### src/rtl/rrwt_pkg.sv
package rrwt_pkg;

    // item and result widths
    localparam int SEQ_W   = 32;
    localparam int SIZE_W  = 16;
    localparam int BYTES_W = 48;

    // window and bitmap geometry (bitmap depth is a power of two, at least one word)
    localparam int REORDER_WINDOW = 256;
    localparam int BITMAP_DEPTH   = 512;
    localparam int WORD_W         = 32;
    localparam int NUM_WORDS      = BITMAP_DEPTH / WORD_W;
    localparam int SLOT_W         = $clog2(BITMAP_DEPTH);
    localparam int OFS_W          = $clog2(WORD_W);
    localparam int ADDR_W         = $clog2(NUM_WORDS);
    localparam int CNT_W          = $clog2(BITMAP_DEPTH + 1);
    localparam int RUN_W          = $clog2(WORD_W + 1);

    // event kind
    localparam logic FUNC_DATA = 1'b0;
    localparam logic FUNC_TRIM = 1'b1;

    // controller states
    typedef enum logic [2:0] {
        ST_CLEAR,
        ST_IDLE,
        ST_EVAL,
        ST_SET_RD,
        ST_SET_WR,
        ST_SCAN_RD,
        ST_SCAN_WR,
        ST_DONE
    } t_state;

    // controller to datapath
    typedef struct packed {
        logic clr_step;
        logic load;
        logic eval;
        logic rd_set;
        logic wr_set;
        logic rd_scan;
        logic wr_scan;
        logic out_load;
    } t_cmd;

    // datapath to controller
    typedef struct packed {
        logic clr_last;
        logic is_data;
        logic err;
        logic seq_eq;
        logic seq_gt;
        logic scan_done;
        logic out_busy;
    } t_sts;

endpackage

### src/rtl/rrwt_ctrl.sv
module rrwt_ctrl (
    input  logic            i_clk,
    input  logic            i_rst_n,
    input  logic            i_valid,
    output logic            o_stall,
    input  rrwt_pkg::t_sts  i_sts,
    output rrwt_pkg::t_cmd  o_cmd
);

    rrwt_pkg::t_state r_state;
    rrwt_pkg::t_state n_state;

    // state register
    always_ff @(posedge i_clk) begin
        if (!i_rst_n) begin
            r_state <= rrwt_pkg::ST_CLEAR;
        end else begin
            r_state <= n_state;
        end
    end

    // next state
    always_comb begin
        n_state = r_state;
        case (r_state)
            rrwt_pkg::ST_CLEAR: begin
                if (i_sts.clr_last) n_state = rrwt_pkg::ST_IDLE;
            end
            rrwt_pkg::ST_IDLE: begin
                if (i_valid) n_state = rrwt_pkg::ST_EVAL;
            end
            rrwt_pkg::ST_EVAL: begin
                if (!i_sts.is_data || i_sts.err) begin
                    n_state = rrwt_pkg::ST_DONE;
                end else if (i_sts.seq_eq) begin
                    n_state = rrwt_pkg::ST_SCAN_RD;
                end else if (i_sts.seq_gt) begin
                    n_state = rrwt_pkg::ST_SET_RD;
                end else begin
                    n_state = rrwt_pkg::ST_DONE;
                end
            end
            rrwt_pkg::ST_SET_RD:  n_state = rrwt_pkg::ST_SET_WR;
            rrwt_pkg::ST_SET_WR:  n_state = rrwt_pkg::ST_DONE;
            rrwt_pkg::ST_SCAN_RD: n_state = rrwt_pkg::ST_SCAN_WR;
            rrwt_pkg::ST_SCAN_WR: begin
                n_state = i_sts.scan_done ? rrwt_pkg::ST_DONE : rrwt_pkg::ST_SCAN_RD;
            end
            rrwt_pkg::ST_DONE: begin
                if (!i_sts.out_busy) n_state = rrwt_pkg::ST_IDLE;
            end
            default: n_state = rrwt_pkg::ST_CLEAR;
        endcase
    end

    // outputs
    always_comb begin
        o_cmd   = '0;
        o_stall = 1'b1;
        case (r_state)
            rrwt_pkg::ST_CLEAR:   o_cmd.clr_step = 1'b1;
            rrwt_pkg::ST_IDLE: begin
                o_stall    = 1'b0;
                o_cmd.load = i_valid;
            end
            rrwt_pkg::ST_EVAL:    o_cmd.eval    = 1'b1;
            rrwt_pkg::ST_SET_RD:  o_cmd.rd_set  = 1'b1;
            rrwt_pkg::ST_SET_WR:  o_cmd.wr_set  = 1'b1;
            rrwt_pkg::ST_SCAN_RD: o_cmd.rd_scan = 1'b1;
            rrwt_pkg::ST_SCAN_WR: o_cmd.wr_scan = 1'b1;
            rrwt_pkg::ST_DONE:    o_cmd.out_load = !i_sts.out_busy;
            default: o_cmd = '0;
        endcase
    end

    // the clearing pass runs only once after reset
    a_no_reclear: assert property (@(posedge i_clk) disable iff (!i_rst_n)
        (r_state != rrwt_pkg::ST_CLEAR) |=> (r_state != rrwt_pkg::ST_CLEAR))
        else $error("bitmap clear pass restarted without reset");

    // a partial scan always fetches the next bitmap word
    a_scan_cont: assert property (@(posedge i_clk) disable iff (!i_rst_n)
        (o_cmd.wr_scan && !i_sts.scan_done) |=> o_cmd.rd_scan)
        else $error("advance scan stopped early");

    // a result is produced for every accepted word before the next is taken
    a_one_result: assert property (@(posedge i_clk) disable iff (!i_rst_n)
        o_cmd.out_load |=> (r_state == rrwt_pkg::ST_IDLE))
        else $error("result load did not return to idle");

endmodule

### src/rtl/rrwt_dp.sv
module rrwt_dp (
    input  logic                          i_clk,
    input  logic                          i_rst_n,
    input  rrwt_pkg::t_cmd                i_cmd,
    output rrwt_pkg::t_sts                o_sts,
    input  logic                          i_func,
    input  logic [rrwt_pkg::SEQ_W-1:0]    i_seq_num,
    input  logic [rrwt_pkg::SIZE_W-1:0]   i_size_bytes,
    input  logic                          i_stall,
    output logic                          o_valid,
    output logic [rrwt_pkg::SEQ_W-1:0]    o_next_expected,
    output logic [rrwt_pkg::SEQ_W-1:0]    o_highest_seen,
    output logic [rrwt_pkg::BYTES_W-1:0]  o_total_bytes,
    output logic                          o_window_error
);

    // count of consecutive ones from bit 0 upward
    function automatic logic [rrwt_pkg::RUN_W-1:0] trailing_ones(
        input logic [rrwt_pkg::WORD_W-1:0] x
    );
        logic [rrwt_pkg::RUN_W-1:0] n;
        n = rrwt_pkg::RUN_W'(rrwt_pkg::WORD_W);
        for (int i = rrwt_pkg::WORD_W - 1; i >= 0; i--) begin
            if (!x[i]) n = rrwt_pkg::RUN_W'(i);
        end
        return n;
    endfunction

    // ones in the low n bits
    function automatic logic [rrwt_pkg::WORD_W-1:0] low_mask(
        input logic [rrwt_pkg::RUN_W-1:0] n
    );
        logic [rrwt_pkg::WORD_W-1:0] m;
        for (int i = 0; i < rrwt_pkg::WORD_W; i++) begin
            m[i] = (rrwt_pkg::RUN_W'(i) < n);
        end
        return m;
    endfunction

    function automatic logic w_gt_high(
        input logic [rrwt_pkg::SEQ_W-1:0] a,
        input logic [rrwt_pkg::SEQ_W-1:0] b
    );
        return a > b;
    endfunction

    // held item
    logic                          r_func;
    logic [rrwt_pkg::SEQ_W-1:0]    r_seq;
    logic [rrwt_pkg::SIZE_W-1:0]   r_size;

    // tracker state
    logic [rrwt_pkg::SEQ_W-1:0]    r_exp;
    logic [rrwt_pkg::SEQ_W-1:0]    r_high;
    logic [rrwt_pkg::BYTES_W-1:0]  r_total;
    logic                          r_err;

    // advance scan
    logic [rrwt_pkg::SEQ_W-1:0]    r_q;
    logic [rrwt_pkg::CNT_W-1:0]    r_cnt;

    // bitmap memory
    logic [rrwt_pkg::WORD_W-1:0]   r_mem [rrwt_pkg::NUM_WORDS];
    logic [rrwt_pkg::WORD_W-1:0]   r_rdata;
    logic [rrwt_pkg::ADDR_W-1:0]   r_clr_addr;

    // result register
    logic                          r_out_valid;
    logic [rrwt_pkg::SEQ_W-1:0]    r_out_exp;
    logic [rrwt_pkg::SEQ_W-1:0]    r_out_high;
    logic [rrwt_pkg::BYTES_W-1:0]  r_out_total;
    logic                          r_out_err;

    logic [rrwt_pkg::SEQ_W:0]      w_limit;
    logic                          w_is_data;
    logic                          w_err;
    logic                          w_eq;
    logic                          w_gt;
    logic [rrwt_pkg::BYTES_W:0]    w_sum;
    logic [rrwt_pkg::BYTES_W-1:0]  n_total;
    logic [rrwt_pkg::SEQ_W-1:0]    n_high;

    logic [rrwt_pkg::OFS_W-1:0]    w_ofs;
    logic [rrwt_pkg::RUN_W-1:0]    w_ofs_x;
    logic [rrwt_pkg::WORD_W-1:0]   w_shift;
    logic [rrwt_pkg::RUN_W-1:0]    w_run;
    logic [rrwt_pkg::CNT_W-1:0]    w_rem;
    logic [rrwt_pkg::RUN_W-1:0]    w_take;
    logic [rrwt_pkg::RUN_W-1:0]    w_room;
    logic [rrwt_pkg::WORD_W-1:0]   w_mask;
    logic [rrwt_pkg::WORD_W-1:0]   n_word;
    logic [rrwt_pkg::CNT_W-1:0]    n_cnt;
    logic [rrwt_pkg::SEQ_W-1:0]    n_q;
    logic                          w_cap;
    logic                          w_scan_done;

    logic [rrwt_pkg::ADDR_W-1:0]   w_seq_addr;
    logic [rrwt_pkg::ADDR_W-1:0]   w_q_addr;
    logic [rrwt_pkg::WORD_W-1:0]   w_set_word;
    logic                          w_we;
    logic [rrwt_pkg::ADDR_W-1:0]   w_waddr;
    logic [rrwt_pkg::WORD_W-1:0]   w_wdata;
    logic                          w_re;
    logic [rrwt_pkg::ADDR_W-1:0]   w_raddr;
    logic                          w_out_busy;

    // window check and compares
    assign w_limit   = {1'b0, r_exp} + (rrwt_pkg::SEQ_W + 1)'(rrwt_pkg::REORDER_WINDOW);
    assign w_is_data = (r_func == rrwt_pkg::FUNC_DATA);
    assign w_err     = w_is_data && ({1'b0, r_seq} > w_limit);
    assign w_eq      = (r_seq == r_exp);
    assign w_gt      = (r_seq > r_exp);

    // saturating byte total and highest number seen
    assign w_sum   = {1'b0, r_total} + (rrwt_pkg::BYTES_W + 1)'(r_size);
    assign n_total = w_sum[rrwt_pkg::BYTES_W] ? '1 : w_sum[rrwt_pkg::BYTES_W-1:0];
    assign n_high  = w_gt_high(r_seq, r_high) ? r_seq : r_high;

    // word-wide scan step: run of set bits from the current slot upward
    assign w_ofs       = r_q[rrwt_pkg::OFS_W-1:0];
    assign w_ofs_x     = rrwt_pkg::RUN_W'(w_ofs);
    assign w_shift     = r_rdata >> w_ofs;
    assign w_run       = trailing_ones(w_shift);
    assign w_rem       = rrwt_pkg::CNT_W'(rrwt_pkg::BITMAP_DEPTH) - r_cnt;
    assign w_take      = (rrwt_pkg::CNT_W'(w_run) > w_rem) ? w_rem[rrwt_pkg::RUN_W-1:0] : w_run;
    assign w_room      = rrwt_pkg::RUN_W'(rrwt_pkg::WORD_W) - w_ofs_x;
    assign w_mask      = low_mask(w_ofs_x + w_take) & ~low_mask(w_ofs_x);
    assign n_word      = r_rdata & ~w_mask;
    assign n_cnt       = r_cnt + rrwt_pkg::CNT_W'(w_take);
    assign n_q         = r_q + rrwt_pkg::SEQ_W'(w_take);
    assign w_cap       = (n_cnt == rrwt_pkg::CNT_W'(rrwt_pkg::BITMAP_DEPTH));
    assign w_scan_done = (w_take != w_room) || w_cap;

    // bitmap addressing
    assign w_seq_addr = r_seq[rrwt_pkg::SLOT_W-1:rrwt_pkg::OFS_W];
    assign w_q_addr   = r_q[rrwt_pkg::SLOT_W-1:rrwt_pkg::OFS_W];
    assign w_set_word = r_rdata | (rrwt_pkg::WORD_W'(1) << r_seq[rrwt_pkg::OFS_W-1:0]);

    assign w_we    = i_cmd.clr_step || i_cmd.wr_set || i_cmd.wr_scan;
    assign w_waddr = i_cmd.clr_step ? r_clr_addr : (i_cmd.wr_set ? w_seq_addr : w_q_addr);
    assign w_wdata = i_cmd.clr_step ? '0 : (i_cmd.wr_set ? w_set_word : n_word);
    assign w_re    = i_cmd.rd_set || i_cmd.rd_scan;
    assign w_raddr = i_cmd.rd_set ? w_seq_addr : w_q_addr;

    // bitmap write port
    always_ff @(posedge i_clk) begin
        if (w_we) begin
            r_mem[w_waddr] <= w_wdata;
        end
    end

    // bitmap read port
    always_ff @(posedge i_clk) begin
        if (w_re) begin
            r_rdata <= r_mem[w_raddr];
        end
    end

    // clear sweep address
    always_ff @(posedge i_clk) begin
        if (!i_rst_n) begin
            r_clr_addr <= '0;
        end else if (i_cmd.clr_step) begin
            r_clr_addr <= r_clr_addr + rrwt_pkg::ADDR_W'(1);
        end
    end

    // held item word
    always_ff @(posedge i_clk) begin
        if (i_cmd.load) begin
            r_func <= i_func;
            r_seq  <= i_seq_num;
            r_size <= i_size_bytes;
        end
    end

    // tracker state update
    always_ff @(posedge i_clk) begin
        if (!i_rst_n) begin
            r_exp   <= '0;
            r_high  <= '0;
            r_total <= '0;
            r_err   <= 1'b0;
        end else begin
            if (i_cmd.eval) begin
                r_err <= w_err;
                if (!w_err) r_high <= n_high;
                if (w_is_data && !w_err) r_total <= n_total;
            end
            if (i_cmd.wr_scan && w_scan_done) begin
                r_exp <= w_cap ? (n_q - rrwt_pkg::SEQ_W'(1)) : n_q;
            end
        end
    end

    // scan pointer and cleared-bit count
    always_ff @(posedge i_clk) begin
        if (!i_rst_n) begin
            r_cnt <= '0;
        end else if (i_cmd.eval && w_is_data && !w_err && w_eq) begin
            r_cnt <= '0;
        end else if (i_cmd.wr_scan) begin
            r_cnt <= n_cnt;
        end
    end

    always_ff @(posedge i_clk) begin
        if (i_cmd.eval) begin
            r_q <= r_exp + rrwt_pkg::SEQ_W'(1);
        end else if (i_cmd.wr_scan) begin
            r_q <= n_q;
        end
    end

    // result register
    assign w_out_busy = r_out_valid && i_stall;

    always_ff @(posedge i_clk) begin
        if (!i_rst_n) begin
            r_out_valid <= 1'b0;
        end else if (i_cmd.out_load) begin
            r_out_valid <= 1'b1;
        end else if (!i_stall) begin
            r_out_valid <= 1'b0;
        end
    end

    always_ff @(posedge i_clk) begin
        if (i_cmd.out_load) begin
            r_out_exp   <= r_exp;
            r_out_high  <= r_high;
            r_out_total <= r_total;
            r_out_err   <= r_err;
        end
    end

    assign o_valid         = r_out_valid;
    assign o_next_expected = r_out_exp;
    assign o_highest_seen  = r_out_high;
    assign o_total_bytes   = r_out_total;
    assign o_window_error  = r_out_err;

    // status to controller
    always_comb begin
        o_sts           = '0;
        o_sts.clr_last  = (r_clr_addr == rrwt_pkg::ADDR_W'(rrwt_pkg::NUM_WORDS - 1));
        o_sts.is_data   = w_is_data;
        o_sts.err       = w_err;
        o_sts.seq_eq    = w_eq;
        o_sts.seq_gt    = w_gt;
        o_sts.scan_done = w_scan_done;
        o_sts.out_busy  = w_out_busy;
    end

    // the scan never clears more bits than the bitmap holds
    a_cnt_bound: assert property (@(posedge i_clk) disable iff (!i_rst_n)
        r_cnt <= rrwt_pkg::CNT_W'(rrwt_pkg::BITMAP_DEPTH))
        else $error("advance scan count past bitmap depth");

    // the expected number moves only at the end of an advance scan
    a_exp_move: assert property (@(posedge i_clk) disable iff (!i_rst_n)
        ($past(i_rst_n) && (r_exp != $past(r_exp))) |-> $past(i_cmd.wr_scan && w_scan_done))
        else $error("expected number changed outside advance scan");

    // a waiting result is never overwritten
    a_no_overwrite: assert property (@(posedge i_clk) disable iff (!i_rst_n)
        i_cmd.out_load |-> !(r_out_valid && i_stall))
        else $error("result register overwritten while stalled");

endmodule

### src/rtl/receive_reorder_window_tracker_core.sv
// channel   direction  handshake            payload
// item      in         i_valid / o_stall    i_func, i_seq_num, i_size_bytes
// result    out        o_valid / i_stall    o_next_expected, o_highest_seen,
//                                           o_total_bytes, o_window_error
//
// a trimmed word, a window error or a stale number goes from evaluation
// to the result step; a new out-of-order number adds a read-modify-write of
// its bitmap word; an in-order number adds a read and a write of each 32-bit
// bitmap word the advance touches. the bitmap memory has a write port and a
// registered read port. after reset a pass clears the 16 bitmap words (one
// bitmap word per cycle) before the first word is taken; reset is synchronous
// and active low.
// the result sits in its own register, so a stalled result does not block
// acceptance of the next item word; that word waits in its last step instead.
module receive_reorder_window_tracker_core (
    input  logic                          i_clk,
    input  logic                          i_rst_n,
    input  logic                          i_valid,
    output logic                          o_stall,
    input  logic                          i_func,
    input  logic [rrwt_pkg::SEQ_W-1:0]    i_seq_num,
    input  logic [rrwt_pkg::SIZE_W-1:0]   i_size_bytes,
    output logic                          o_valid,
    input  logic                          i_stall,
    output logic [rrwt_pkg::SEQ_W-1:0]    o_next_expected,
    output logic [rrwt_pkg::SEQ_W-1:0]    o_highest_seen,
    output logic [rrwt_pkg::BYTES_W-1:0]  o_total_bytes,
    output logic                          o_window_error
);

    rrwt_pkg::t_cmd w_cmd;
    rrwt_pkg::t_sts w_sts;

    // sequencing
    rrwt_ctrl u_ctrl (
        .i_clk   (i_clk),
        .i_rst_n (i_rst_n),
        .i_valid (i_valid),
        .o_stall (o_stall),
        .i_sts   (w_sts),
        .o_cmd   (w_cmd)
    );

    // tracker state, bitmap and result register
    rrwt_dp u_dp (
        .i_clk           (i_clk),
        .i_rst_n         (i_rst_n),
        .i_cmd           (w_cmd),
        .o_sts           (w_sts),
        .i_func          (i_func),
        .i_seq_num       (i_seq_num),
        .i_size_bytes    (i_size_bytes),
        .i_stall         (i_stall),
        .o_valid         (o_valid),
        .o_next_expected (o_next_expected),
        .o_highest_seen  (o_highest_seen),
        .o_total_bytes   (o_total_bytes),
        .o_window_error  (o_window_error)
    );

endmodule
### config.mk
export PLATFORM = sky130hd
export DESIGN_NAME = receive_reorder_window_tracker_core
export DESIGN_NICKNAME = d
export VERILOG_FILES = /design/src/rtl/rrwt_pkg.sv /design/src/rtl/rrwt_ctrl.sv /design/src/rtl/rrwt_dp.sv /design/src/rtl/receive_reorder_window_tracker_core.sv
export SDC_FILE = /design/constraint.sdc
export NUM_CORES = 2
export LEC_CHECK = 0
export BUFFER_PORTS_ARGS = -buffer_cell sky130_fd_sc_hd__buf_4
export CAP_MARGIN = 10
export CORE_ASPECT_RATIO = 1.4
export CORE_MARGIN = 4
export CORE_UTILIZATION = 60
export DETAILED_ROUTE_END_ITERATION = 12
export HOLD_SLACK_MARGIN = 0.03
export PLACE_DENSITY = 0.81
export SETUP_SLACK_MARGIN = 0.5
export SKIP_CTS_REPAIR_TIMING = 1
export SLEW_MARGIN = 30
export SYNTH_ARGS = -nofsm -noshare
export SYNTH_HDL_FRONTEND = slang
export SYNTH_SLANG_ARGS = --single-unit
### constraint.sdc
create_clock -name i_clk -period 16.85 [get_ports i_clk]
set_clock_uncertainty 0.15 [all_clocks]
set_input_delay 0.8425 -clock i_clk [delete_from_list [all_inputs] [get_ports i_clk]]
set_output_delay 0.8425 -clock i_clk [all_outputs]
set_load 0.02 [all_outputs]
==> results.py <==
metrics = {
    "route": {
        "detail-route-antenna-nets": 0,
        "drc": 0,
        "viasPerCell": 6.81,
        "drt-initial-drc-count": 3485,
        "routed_wl_um": 124000,
        "wire_per_inst_um": 28.6,
        "num_vias": 29523,
        "firstDrtPassIters": 9,
    },
    "cts": {
        "cts_made_buffers": 81,
        "cts_root_buf": "clkbuf_16",
        "clk_latency_ps": 660,
        "cts_sinks": 869,
        "clk_path_buf_depth": 3,
        "cts_tree": "built",
        "cts.clk_slew.worst_paths_ps": 70,
        "htreeDepth": 3,
    },
    "logic_synthesis": {
        "yosysUniqueCellTypes": 98,
        "ys_top_cells_by_count": "738 x edfxtp_1, 223 x nand2_1, 217 x nor2_1, 182 x a21oi_1, 161 x mux4_2",
        "synth_top_cell_by_area": "edfxtp_1",
        "synthFlopType": "edfxtp_1",
        "synth_area_sq_um": 41900,
        "synthMuxAreaShare_pct": 10.8,
        "synth_edf_count": 738,
        "yosysMostFrequentCell": "edfxtp_1",
        "synth_compound_area_share_pct": 9.94,
        "yosysWarnings": 0,
        "synth-seq-area-share_pct": 59.2,
        "synth_area_leaders": "edfxtp_1 53%, mux4_2 8.7%, dfxtp_1 6.3%",
        "synthCells": 3176,
        "synth_nets": 3361,
        "yosys.area_share.adder_pct": 4.00,
        "synthArstFlopShare_pct": 0,
        "synth_xor_area_share_pct": 3.49,
        "synth_simple_gate_area_share_pct": 9.92,
        "synth_top_family_by_area": "multiplexers",
        "yosys.area.top_type_share_pct": 52.9,
        "ys_ff_latch": 869,
        "syn_avg_cell_area_sq_um": 13.2,
    },
    "sta": {
        "hold_viol": 0,
        "final_max_slew_viol_count": 0,
        "clock.fmax_ghz": 0.107,
        "fin_setup_tns_ps": 0,
        "tightest_slew_ps": 998,
        "finalCritPeriodShare_pct": 55.4,
        "min_period_ps": 9330,
        "rsz0062_at_grt": "no",
        "slew_headroom_pct": 33.5,
        "setup_viol": 0,
    },
    "critical_path": {
        "cp_data_required_time_ps": 17280,
        "startpoint": "u_dp.r_q[2]$_DFFE_PP_",
        "arrival_ps": 9750,
        "slowest_stage": "a2111oi_0",
        "worst_path_largest_cell_delay_ps": 920,
        "worstPathMaxFanout": 64,
        "path_class": "reg -> reg",
        "critPathLaunchType": "flip-flop",
        "end_kind": "flip-flop",
        "timing.rr.start": "u_dp.r_q[2]$_DFFE_PP_",
    },
    "placed_design": {
        "port_buffers": 167,
        "gp_congestion": 1.01,
        "hpwl_um": 79300,
    },
    "finish": {
        "finish.utilization_pct": 68.3,
        "register_area_sq_um": 24800,
        "area_growth_pct": 12.8,
        "multiInputGateArea_sq_um": 16300,
        "fillers": 4638,
        "layout-drive-gt1-share_pct": 18.3,
        "nets": 3519,
    },
    "power_and_ir_drop": {
        "ir_drop_uv": 154,
        "p_per_area_nw_per_um2": 175,
        "power_leakage_nw": 16.2,
    },
    "global_route": {
        "gr-total-overflow": 0,
        "track_usage_pct": 33.1,
        "grt_max_degree": 129,
        "grt_pass1_wl_um": 185000,
        "antenna_found_initial": 8,
        "grt_pass1_vias": 29794,
    },
    "die": {
        "coreArea_sq_um": 69200,
        "ioPinCount": 168,
        "die_area_sq_um": 74100,
        "rows": 114,
        "die_height_um": 321,
        "die_w_um": 231,
        "start_util_pct": 60.5,
    },
    "worst_hold_path": {
        "hold_path.class": "in -> reg",
        "hp-start": "i_seq_num[10]",
    },
    "outcome": {
        "status": "finished clean",
    },
    "run": {
        "drv_cap": 0,
    },
}
==> final timing paths <==
kind | to | depth (start not counted) | slack [ps]
max | u_dp.r_exp[28]$_SDFFE_PN0P_ | 30 | 7520
min | u_dp.r_seq[10]$_DFFE_PP_ | 1 | 210
max reg2reg | u_dp.r_exp[28]$_SDFFE_PN0P_ | 30 | 7520
min reg2reg | u_dp.o_window_error$_DFFE_PP_ | 0 | 280
==> where the power goes <==
part           internal [W]  switching, W  leakage, nW
clock               0.00111      0.000827         1.35
combinational       0.00103       0.00203         7.05
sequential          0.00304      0.000209         7.85
==> sequential cells by signal (all words and copies together), names as in the netlist <==
signal and count:
u_dp.r_rdata 32, u_dp.r_size 16, u_dp.r_exp 32, u_dp.o_total_bytes 48, u_dp.r_total 48, u_ctrl.r_state 3
u_dp.r_q 32, u_dp.r_err 1, u_dp.o_next_expected 32, u_dp.o_window_error 1, u_dp.r_high 32, u_dp.r_cnt 10
u_dp.r_seq 32, u_dp.o_valid 1, u_dp.r_clr_addr 4, u_dp.o_highest_seen 32, u_dp.r_func 1, u_dp.r_mem 512
==> cells in the final DEF, fill, tap and decap left out, types with 47 or more instances in the layout <==
master / Yosys / layout
clkbuf_16: 0 / 83
a31oi_1: 51 / 49
xor2_1: 55 / 54
mux4_2: 161 / 161
and2_1: 47 / 47
nor2_1: 217 / 196
buf_4: 10 / 233
dfxtp_1: 131 / 131
ha_1: 129 / 129
nand4_1: 51 / 51
a211oi_1: 59 / 59
nand2_1: 223 / 223
mux2i_1: 73 / 69
o21ai_0: 125 / 125
xnor2_1: 110 / 110
edfxtp_1: 738 / 738
a21oi_1: 182 / 177
nand3_1: 94 / 94
nor3_1: 63 / 60
inv_1: 103 / 103
==> logic make-up (layout without fill, tap and decap cells) <==
kind of cell,after synthesis,in the layout
buffers and inverters,266,491
multiplexers,249,249
AND/OR/NAND/NOR,850,850
flip-flops,869,869
adder cells (fa/ha/maj),132,132
AO/OA/AOI/OAI,644,644
XOR/XNOR,166,166
other,0,9
==> through the flow <==
stage                     setup slack (ps)  total power (W)  area, sq um  hold WS (ps)  cells
after floorplan                       8920          0.00519        41900           253   3176
after global placement                7660          0.00611        44300           260   4178
after detailed placement              7490          0.00621        44400           264   4179
after CTS                             7470          0.00819        47200           176   4329
after global routing                  6980          0.00857        47200           185   4335
final                                 7520          0.00825        47200           208   4338
==> routing by layer <==
layer  GRT usage (%)  part of all wire (%)  vias up  wire length (um)
li1                -                     -    12531                 -
met1            38.8                    34    14670             42200
met2            57.8                    51     1845             63900
met3            4.98                   7.7      475              9530
met4            19.4                   6.9        2              8550
met5               0                0.0081        -                10
==> final cells by class <==
class,instances,area share [%]
Antenna cell,9,0.0477
Multi-Input combinational cell,2041,34.4
Sequential cell,869,52.5
Timing Repair Buffer,237,3.84
Clock inverter,47,1.26
Inverter,104,0.826
Tap cell,928,2.46
Clock buffer,103,4.70
==> worst max-delay path, delay by kind of cell, from the launching register on <==
| family | cells | cell delay (ps) |
|---|---|---|
| XOR/XNOR | 1 | 170 |
| flip-flops | 1 | 330 |
| multiplexers | 1 | 390 |
| adder cells (fa/ha/maj) | 4 | 1700 |
| buffers and inverters | 5 | 1530 |
| AND/OR/NAND/NOR | 11 | 2920 |
| AO/OA/AOI/OAI | 8 | 2020 |
(Power assumes the default switching activity.)
